## src/gcf_pkg.sv

```systemverilog
package gcf_pkg;

    // Longest allowed line body; a frame may carry LINE_LIMIT+2 bytes.
    localparam int unsigned LINE_LIMIT = 128;
    localparam logic [8:0] FRAME_MAX = 9'(LINE_LIMIT + 2);

    // Characters used in the prefix and the trailer.
    localparam logic [7:0] CHAR_N     = 8'h4E;
    localparam logic [7:0] CHAR_SPACE = 8'h20;
    localparam logic [7:0] CHAR_STAR  = 8'h2A;
    localparam logic [7:0] CHAR_CR    = 8'h0D;
    localparam logic [7:0] CHAR_LF    = 8'h0A;
    localparam logic [3:0] ASCII_DIGIT_HI = 4'h3;

    // Decimal conversion sizes.
    localparam int unsigned DEC_DIGITS = 10;
    localparam logic [3:0] DEC_DIGITS_CODE = 4'd10;
    localparam logic [4:0] DABBLE_LAST = 5'd31;
    localparam logic [4:0] DABBLE_FROM_SUM = 5'd24;

    typedef logic [4:0] step_t;

    // Datapath action selected by one control word.
    typedef enum logic [3:0] {
        ACT_FETCH,
        ACT_OPEN,
        ACT_JMP_PLAIN,
        ACT_JMP_NOT_LAST,
        ACT_LIT,
        ACT_DATA,
        ACT_LOAD_LINE,
        ACT_LOAD_SUM,
        ACT_DABBLE,
        ACT_SKIP,
        ACT_DIGIT,
        ACT_LF
    } act_t;

    typedef struct packed {
        act_t       act;
        logic [7:0] lit;
        logic       summed;
        step_t      target;
    } ctrl_t;

    // Program step addresses that are jump targets.
    localparam step_t STEP_FETCH = 5'd0;
    localparam step_t STEP_DATA  = 5'd9;
    localparam step_t STEP_CR    = 5'd18;

    // Control store of the framing sequencer.
    function automatic ctrl_t ucode(input step_t step);
        ctrl_t cw;
        cw = '{act: ACT_FETCH, lit: 8'h00, summed: 1'b0, target: STEP_FETCH};
        unique case (step)
            5'd0:  cw = '{ACT_FETCH,        8'h00,      1'b0, STEP_FETCH};
            5'd1:  cw = '{ACT_OPEN,         8'h00,      1'b0, STEP_DATA};
            5'd2:  cw = '{ACT_JMP_PLAIN,    8'h00,      1'b0, STEP_DATA};
            5'd3:  cw = '{ACT_LIT,          CHAR_N,     1'b1, STEP_FETCH};
            5'd4:  cw = '{ACT_LOAD_LINE,    8'h00,      1'b0, STEP_FETCH};
            5'd5:  cw = '{ACT_DABBLE,       8'h00,      1'b0, STEP_FETCH};
            5'd6:  cw = '{ACT_SKIP,         8'h00,      1'b0, STEP_FETCH};
            5'd7:  cw = '{ACT_DIGIT,        8'h00,      1'b1, STEP_FETCH};
            5'd8:  cw = '{ACT_LIT,          CHAR_SPACE, 1'b1, STEP_FETCH};
            5'd9:  cw = '{ACT_DATA,         8'h00,      1'b1, STEP_FETCH};
            5'd10: cw = '{ACT_JMP_NOT_LAST, 8'h00,      1'b0, STEP_FETCH};
            5'd11: cw = '{ACT_JMP_PLAIN,    8'h00,      1'b0, STEP_CR};
            5'd12: cw = '{ACT_LIT,          CHAR_SPACE, 1'b0, STEP_FETCH};
            5'd13: cw = '{ACT_LIT,          CHAR_STAR,  1'b0, STEP_FETCH};
            5'd14: cw = '{ACT_LOAD_SUM,     8'h00,      1'b0, STEP_FETCH};
            5'd15: cw = '{ACT_DABBLE,       8'h00,      1'b0, STEP_FETCH};
            5'd16: cw = '{ACT_SKIP,         8'h00,      1'b0, STEP_FETCH};
            5'd17: cw = '{ACT_DIGIT,        8'h00,      1'b0, STEP_FETCH};
            5'd18: cw = '{ACT_LIT,          CHAR_CR,    1'b0, STEP_FETCH};
            5'd19: cw = '{ACT_LF,           CHAR_LF,    1'b0, STEP_FETCH};
            default: cw = '{ACT_FETCH,      8'h00,      1'b0, STEP_FETCH};
        endcase
        return cw;
    endfunction

endpackage

```

## src/gcf_in_if.sv

```systemverilog
interface gcf_in_if;
    logic        valid;
    logic        ready;
    logic [7:0]  data_byte;
    logic        byte_present;
    logic        end_of_block;
    logic [31:0] line_number;

    modport source (output valid, data_byte, byte_present, end_of_block, line_number,
                    input ready);
    modport sink (input valid, data_byte, byte_present, end_of_block, line_number,
                  output ready);
endinterface

```

## src/gcf_out_if.sv

```systemverilog
interface gcf_out_if;
    logic       valid;
    logic       ready;
    logic [7:0] out_byte;
    logic       frame_end;
    logic       frame_error;

    modport source (output valid, out_byte, frame_end, frame_error, input ready);
    modport sink (input valid, out_byte, frame_end, frame_error, output ready);
endinterface

```

## src/gcode_line_framer.sv

```systemverilog
// A data byte inside a block passes the open and data steps into the output register, and the
// input takes the next item only after the end-of-block test. Opening a block adds a mode jump
// in plain mode; numbered mode adds a 32-step shift-and-add-3 conversion of the line number,
// leading-zero skip and one digit per cycle. Closing adds a CR jump in plain mode and an
// 8-step checksum conversion in numbered mode. Each byte waits for a free output register.
// Reset (rst_n low, asynchronous) clears the sequencer, the frame state and the mode to 0.
module gcode_line_framer (
    input  logic         clk,
    input  logic         rst_n,
    gcf_in_if.sink       cmd,
    gcf_out_if.source    frame,
    input  logic         cfg_wr_en,
    input  logic         cfg_wr_data
);

    gcf_pkg::ctrl_t cw;

    // Control and frame state.
    gcf_pkg::step_t step_reg, step_next;
    logic           mode_reg;
    logic           inside_reg, inside_next;
    logic [7:0]     xor_reg, xor_next;
    logic [8:0]     len_reg, len_next;
    logic           ovf_reg, ovf_next;
    logic           out_valid_reg, out_valid_next;

    // Latched input item.
    logic [7:0]     data_reg, data_next;
    logic           present_reg, present_next;
    logic           last_reg, last_next;
    logic [31:0]    line_reg, line_next;

    // Binary-to-decimal converter.
    logic [31:0]    bin_reg, bin_next;
    logic [39:0]    bcd_reg, bcd_next;
    logic [39:0]    bcd_adj;
    logic [4:0]     iter_reg, iter_next;
    logic [3:0]     rem_reg, rem_next;

    // Output register payload.
    logic [7:0]     obyte_reg, obyte_next;
    logic           oend_reg, oend_next;
    logic           oerr_reg, oerr_next;

    // Emit request from the current step.
    logic           can_emit;
    logic           emit_en;
    logic           emit_summed;
    logic [7:0]     emit_byte;

    assign cw = gcf_pkg::ucode(step_reg);
    assign can_emit = !out_valid_reg || frame.ready;

    assign cmd.ready         = (cw.act == gcf_pkg::ACT_FETCH);
    assign frame.valid       = out_valid_reg;
    assign frame.out_byte    = obyte_reg;
    assign frame.frame_end   = oend_reg;
    assign frame.frame_error = oerr_reg;

    // Add 3 to every BCD digit of 5 or more before the next shift.
    always_comb
    begin
        for (int i = 0; i < gcf_pkg::DEC_DIGITS; i++)
        begin
            if (bcd_reg[4*i +: 4] >= 4'd5)
            begin
                bcd_adj[4*i +: 4] = bcd_reg[4*i +: 4] + 4'd3;
            end
            else
            begin
                bcd_adj[4*i +: 4] = bcd_reg[4*i +: 4];
            end
        end
    end

    // Sequencer and datapath next state.
    always_comb
    begin
        step_next      = step_reg;
        inside_next    = inside_reg;
        xor_next       = xor_reg;
        len_next       = len_reg;
        ovf_next       = ovf_reg;
        data_next      = data_reg;
        present_next   = present_reg;
        last_next      = last_reg;
        line_next      = line_reg;
        bin_next       = bin_reg;
        bcd_next       = bcd_reg;
        iter_next      = iter_reg;
        rem_next       = rem_reg;
        emit_en        = 1'b0;
        emit_summed    = cw.summed;
        emit_byte      = cw.lit;
        out_valid_next = out_valid_reg && !frame.ready;
        obyte_next     = obyte_reg;
        oend_next      = oend_reg;
        oerr_next      = oerr_reg;

        unique case (cw.act)
            gcf_pkg::ACT_FETCH:
            begin
                if (cmd.valid)
                begin
                    data_next    = cmd.data_byte;
                    present_next = cmd.byte_present;
                    last_next    = cmd.end_of_block;
                    line_next    = cmd.line_number;
                    step_next    = step_reg + 5'd1;
                end
            end
            gcf_pkg::ACT_OPEN:
            begin
                if (inside_reg)
                begin
                    step_next = cw.target;
                end
                else
                begin
                    inside_next = 1'b1;
                    xor_next    = 8'h00;
                    len_next    = 9'd0;
                    ovf_next    = 1'b0;
                    step_next   = step_reg + 5'd1;
                end
            end
            gcf_pkg::ACT_JMP_PLAIN:
            begin
                step_next = mode_reg ? step_reg + 5'd1 : cw.target;
            end
            gcf_pkg::ACT_JMP_NOT_LAST:
            begin
                step_next = last_reg ? step_reg + 5'd1 : cw.target;
            end
            gcf_pkg::ACT_LIT:
            begin
                if (can_emit)
                begin
                    emit_en   = 1'b1;
                    step_next = step_reg + 5'd1;
                end
            end
            gcf_pkg::ACT_DATA:
            begin
                emit_byte = data_reg;
                if (!present_reg)
                begin
                    step_next = step_reg + 5'd1;
                end
                else if (can_emit)
                begin
                    emit_en   = 1'b1;
                    step_next = step_reg + 5'd1;
                end
            end
            gcf_pkg::ACT_LOAD_LINE:
            begin
                bin_next  = line_reg;
                bcd_next  = '0;
                iter_next = 5'd0;
                rem_next  = gcf_pkg::DEC_DIGITS_CODE;
                step_next = step_reg + 5'd1;
            end
            gcf_pkg::ACT_LOAD_SUM:
            begin
                // The checksum sits in the top byte so only eight shifts remain.
                bin_next  = {xor_reg, 24'h000000};
                bcd_next  = '0;
                iter_next = gcf_pkg::DABBLE_FROM_SUM;
                rem_next  = gcf_pkg::DEC_DIGITS_CODE;
                step_next = step_reg + 5'd1;
            end
            gcf_pkg::ACT_DABBLE:
            begin
                bcd_next  = {bcd_adj[38:0], bin_reg[31]};
                bin_next  = {bin_reg[30:0], 1'b0};
                iter_next = iter_reg + 5'd1;
                if (iter_reg == gcf_pkg::DABBLE_LAST)
                begin
                    step_next = step_reg + 5'd1;
                end
            end
            gcf_pkg::ACT_SKIP:
            begin
                // Drop leading zeros but keep at least one digit.
                if (bcd_reg[39:36] == 4'd0 && rem_reg > 4'd1)
                begin
                    bcd_next = {bcd_reg[35:0], 4'h0};
                    rem_next = rem_reg - 4'd1;
                end
                else
                begin
                    step_next = step_reg + 5'd1;
                end
            end
            gcf_pkg::ACT_DIGIT:
            begin
                emit_byte = {gcf_pkg::ASCII_DIGIT_HI, bcd_reg[39:36]};
                if (can_emit)
                begin
                    emit_en  = 1'b1;
                    bcd_next = {bcd_reg[35:0], 4'h0};
                    rem_next = rem_reg - 4'd1;
                    if (rem_reg == 4'd1)
                    begin
                        step_next = step_reg + 5'd1;
                    end
                end
            end
            gcf_pkg::ACT_LF:
            begin
                if (can_emit)
                begin
                    out_valid_next = 1'b1;
                    obyte_next     = cw.lit;
                    oend_next      = 1'b1;
                    oerr_next      = ovf_reg || (len_reg >= gcf_pkg::FRAME_MAX);
                    inside_next    = 1'b0;
                    xor_next       = 8'h00;
                    len_next       = 9'd0;
                    ovf_next       = 1'b0;
                    step_next      = cw.target;
                end
            end
            default:
            begin
                step_next = gcf_pkg::STEP_FETCH;
            end
        endcase

        // A byte other than the closing LF goes out and is counted.
        if (emit_en)
        begin
            out_valid_next = 1'b1;
            obyte_next     = emit_byte;
            oend_next      = 1'b0;
            oerr_next      = 1'b0;
            if (emit_summed)
            begin
                xor_next = xor_reg ^ emit_byte;
            end
            if (len_reg >= gcf_pkg::FRAME_MAX)
            begin
                ovf_next = 1'b1;
            end
            else
            begin
                len_next = len_reg + 9'd1;
            end
        end
    end

    // Control registers.
    always_ff @(posedge clk or negedge rst_n)
    begin
        if (!rst_n)
        begin
            step_reg      <= gcf_pkg::STEP_FETCH;
            mode_reg      <= 1'b0;
            inside_reg    <= 1'b0;
            xor_reg       <= 8'h00;
            len_reg       <= 9'd0;
            ovf_reg       <= 1'b0;
            out_valid_reg <= 1'b0;
        end
        else
        begin
            step_reg      <= step_next;
            inside_reg    <= inside_next;
            xor_reg       <= xor_next;
            len_reg       <= len_next;
            ovf_reg       <= ovf_next;
            out_valid_reg <= out_valid_next;
            if (cfg_wr_en)
            begin
                mode_reg <= cfg_wr_data;
            end
        end
    end

    // Payload registers.
    always_ff @(posedge clk)
    begin
        data_reg    <= data_next;
        present_reg <= present_next;
        last_reg    <= last_next;
        line_reg    <= line_next;
        bin_reg     <= bin_next;
        bcd_reg     <= bcd_next;
        iter_reg    <= iter_next;
        rem_reg     <= rem_next;
        obyte_reg   <= obyte_next;
        oend_reg    <= oend_next;
        oerr_reg    <= oerr_next;
    end

endmodule
```

## src/flat_wrapper.sv

```systemverilog
// flat-port wrapper written by rule: the top's interface ports become plain ports
module gcode_line_framer_flat 
  (clk, rst_n, cfg_wr_en, cfg_wr_data, cmd_valid, cmd_data_byte, cmd_byte_present, cmd_end_of_block, cmd_line_number, cmd_ready, frame_valid, frame_out_byte, frame_frame_end, frame_frame_error, frame_ready);
  gcf_in_if cmd_i ();
  gcf_out_if frame_i ();
  input  logic clk;
  input  logic rst_n;
  input  logic cfg_wr_en;
  input  logic cfg_wr_data;
  input wire logic [$bits(cmd_i.valid)-1:0] cmd_valid;
  input wire logic [$bits(cmd_i.data_byte)-1:0] cmd_data_byte;
  input wire logic [$bits(cmd_i.byte_present)-1:0] cmd_byte_present;
  input wire logic [$bits(cmd_i.end_of_block)-1:0] cmd_end_of_block;
  input wire logic [$bits(cmd_i.line_number)-1:0] cmd_line_number;
  output wire logic [$bits(cmd_i.ready)-1:0] cmd_ready;
  output wire logic [$bits(frame_i.valid)-1:0] frame_valid;
  output wire logic [$bits(frame_i.out_byte)-1:0] frame_out_byte;
  output wire logic [$bits(frame_i.frame_end)-1:0] frame_frame_end;
  output wire logic [$bits(frame_i.frame_error)-1:0] frame_frame_error;
  input wire logic [$bits(frame_i.ready)-1:0] frame_ready;
  assign cmd_i.valid = cmd_valid;
  assign cmd_i.data_byte = cmd_data_byte;
  assign cmd_i.byte_present = cmd_byte_present;
  assign cmd_i.end_of_block = cmd_end_of_block;
  assign cmd_i.line_number = cmd_line_number;
  assign cmd_ready = cmd_i.ready;
  assign frame_valid = frame_i.valid;
  assign frame_out_byte = frame_i.out_byte;
  assign frame_frame_end = frame_i.frame_end;
  assign frame_frame_error = frame_i.frame_error;
  assign frame_i.ready = frame_ready;
  gcode_line_framer u_core (.clk(clk), .rst_n(rst_n), .cmd(cmd_i), .frame(frame_i), .cfg_wr_en(cfg_wr_en), .cfg_wr_data(cfg_wr_data));
endmodule
```

## config.mk

```make
export PLATFORM = sky130hd
export DESIGN_NAME = gcode_line_framer_flat
export DESIGN_NICKNAME = d
export VERILOG_FILES = /design/src/gcf_pkg.sv /design/src/gcf_in_if.sv /design/src/gcf_out_if.sv /design/src/gcode_line_framer.sv /design/src/flat_wrapper.sv
export SDC_FILE = /design/constraint.sdc
export NUM_CORES = 1
export LEC_CHECK = 0
export ABC_AREA = 1
export BUFFER_PORTS_ARGS = -buffer_cell sky130_fd_sc_hd__buf_2
export CAP_MARGIN = 20
export CORE_ASPECT_RATIO = 1.25
export CORE_UTILIZATION = 55
export DETAILED_ROUTE_END_ITERATION = 10
export GPL_TIMING_DRIVEN = 0
export HOLD_SLACK_MARGIN = 0.06
export PLACE_DENSITY_LB_ADDON = 0.3
export SLEW_MARGIN = 10
export SYNTH_ARGS = -nofsm -noshare
export SYNTH_HDL_FRONTEND = slang
export SYNTH_SLANG_ARGS = --single-unit
```

## constraint.sdc

```tcl
create_clock -name clk -period 5.9 [get_ports clk]
set_input_delay 0.59 -clock clk [delete_from_list [all_inputs] [get_ports clk]]
set_output_delay 0.59 -clock clk [all_outputs]
set_load 0.1 [all_outputs]
```

==> results.toml <==
[layout]
final_core_util = 0.647
diodes = 0
drive_above_1_share = 0.168
register_area_um2 = 4620
n_fill_cell = 1200
final_area_um2 = 9710
synthToLayoutAreaGrowth_pct = 14.2
multiInputGateArea_um2 = 3330
largest_register_ffs = 40
final_nets = 1044

[placed_design]
place_worst_setup_slack_ns = 1.93
place_area_um2 = 9110
port_buffers = 59
dp_hpwl_um = 13100
place_congestion = 0.913

[drt]
wl_per_cell_um = 16.3
vias = 6549
ant_nets = 0
drt_iter0_drc = 535
wl_met3_um = 1080
drtPass1Iterations = 6
highest_layer = "met4"
drc = 0
vias_per_cell = 5.67
met2WireLength_um = 9180
totalWireLength_um = 18800
m1WireLength_um = 8120

[run_status]
outcome = "complete, no violations"

[cts]
htreeDepth = 4
postCtsSetupBuffers = 0
cts_root_buffer = "clkbuf_16"
cts_resized = 0
clkTransAtPathRegs_ns = 0.06
cts_made_buffers = 17
cts_tree = "built"
hold_buffers = 0
cts_max_path_buffers = 2
insertion_delay_ns = 0.44
clock-sinks = 159

[timing]
relSlewSlack = 0.418
worstMarginPinSlew_ns = 0.870
slew_violations = 0
fin_skew_ns = 0.0222
worst_slack_ns = 1.88
timing.final.crit_period_ns = 4.02
min_period_over_period = 0.681
setup_viol = 0
fmax_mhz = 249
fin_hold_ws_ns = 0.158
grt_setup_unrepaired = "no"
finalHoldViolations = 0

[synth]
synth_edf_count = 131
synth_flop_cell = "edfxtp_1"
yosys_warnings = 0
yosysMostFrequentCell = "nand2_1"
seq_area_frac_synth = 0.544
synthTopCellsByArea = "edfxtp_1 (46%), nand2_1 (8.7%), dfrtp_1 (7.7%)"
synthArstFlopShare = 0.164
avgSynthCellArea_um2 = 9.66
syn_inst = 880
syn_nets = 963
syn-cell-area_um2 = 8500
synth_top_area_share = 0.463
synth-seq-cells = 159
synth_top_cell_by_area = "edfxtp_1"
yosys-top-cells-count = "nand2_1 (198), edfxtp_1 (131), inv_1 (109), o21ai_0 (63), nor2_1 (56)"
ys_types = 50

[setup_path]
r2r-end = "u_core.bcd_reg[2]$_DFFE_PP_"
r2r_setup_slack_ns = 1.88
arrival_ns = 4.16
r2r_cells = 14
path_common_cell = "inv_1"
cpMaxStageDelayCell = "dfrtp_1"
cp-end-kind = "register"
reg2reg_from = "u_core.step_reg[0]$_DFFE_PN0P_"
worstPathRequired_ns = 6.05
path_buf_inv = 6
path_cells = "inv_1 > ha_1 > buf_2 > inv_1 > nand3_1 > nand2_1 > nand2_2 > nand3_4 > nor2_1 > o21ai_1 > clkbuf_1 > a31oi_4 > buf_16 > buf_8"
cpPeakStageDelay_ns = 0.57
critPathMaxFanout = 16
crit_type = "register to register"
cp_top_family = "buffers and inverters"
setup.worst_path.start_class = "register"

[die]
initial_core_util = 0.566
die_x_um = 113
die-height_um = 141
ioPinCount = 60
dieArea_um2 = 16000
rows = 50
core_um2 = 15000

[global_route]
antenna_found_initial = 0
grt_usage = 0.250
grt-ovfl-total = 0
first_global_vias = 6139
grt_max_degree = 38
grt_pass1_wl_um = 30500

[power_and_ir_drop]
power_density_nw_per_um2 = 615
peakVddDrop_mv = 0.386
p_leak_nw = 4.29
total_power_w = 0.00597

[min_path]
hold_path.class = "input pin to asynchronous set/reset pin"

[flow_run]
max-cap-violations = 0
layer usage:
metal / vias up / GRT usage
met1: 3099 / 0.337
met4: 0 / 0.105
met5: - / 0
met2: 225 / 0.403
met3: 31 / 0.0404
li1: 3194 / -
layout make-up:
cell class                      instances  area share
Timing Repair Buffer                   62      0.0369
Inverter                              116      0.0451
Clock inverter                         14      0.0179
Buffer                                 23      0.0134
Clock buffer                           17      0.0438
Sequential cell                       159       0.476
Tap cell                              182      0.0235
Multi-Input combinational cell        582       0.343
through the flow:
stage	TNS, ns	cells
finish	0	1155
global route	0	1155
CTS	0	1155
detailed placement	0	1124
global placement	-14.49	1121
floorplan	0	880
cell families after synthesis:
| group | Yosys count | synth area share |
|---|---|---|
| and+or+nand+nor | 352 | 0.182 |
| AOI/OAI and AO/OA | 177 | 0.137 |
| DFF | 159 | 0.544 |
| buffers and inverters | 139 | 0.0668 |
| adders and majority gates | 35 | 0.0515 |
| xor gates and xnor gates | 18 | 0.0185 |
worst max-delay path by stage:
stage	depth (start not counted)	to	start	slack, ns
final	14	u_core.bcd_reg[2]$_DFFE_PP_	u_core.step_reg[0]$_DFFE_PN0P_	1.88
after CTS	14	u_core.bcd_reg[2]$_DFFE_PP_	u_core.step_reg[0]$_DFFE_PN0P_	1.91
after global placement	12	u_core.bcd_reg[17]$_DFFE_PP_	u_core.step_reg[0]$_DFFE_PN0P_	-0.36
after floorplan	12	u_core.bcd_reg[0]$_DFFE_PP_	u_core.step_reg[0]$_DFFE_PN0P_	1.19
after global routing	14	u_core.bcd_reg[2]$_DFFE_PP_	u_core.step_reg[0]$_DFFE_PN0P_	1.55
after detailed placement	14	u_core.bcd_reg[19]$_DFFE_PP_	u_core.step_reg[0]$_DFFE_PN0P_	1.93
power by group:
part | internal, W | switching [W]
combinational | 0.000771 | 0.00197
clock | 0.000637 | 0.000482
sequential | 0.00187 | 0.000243
cells in the final DEF (no fill, tap or decap), types with 3 or more instances in the layout:
cell type  count
inv_8          3
nand2_1      197
a22o_1        24
or2_2          3
nor2_4         3
xor2_1        18
ha_1          35
nor2_2        10
o21ai_1        6
edfxtp_1     131
nand3_1       49
inv_1        109
inv_2          5
nand3_2        3
nor3_1         8
clkbuf_1       5
buf_2         70
dfrtp_1       26
o32ai_1       10
o211ai_1       7
o21ai_2        8
clkbuf_16     17
o22ai_1       14
a21oi_1       25
nand4_1        4
o21ai_0       63
buf_4          6
nor2_1        55
nand2_2       12
inv_6          4
a32o_1         3
No activity file was read; power rests on OpenSTA's default activity.
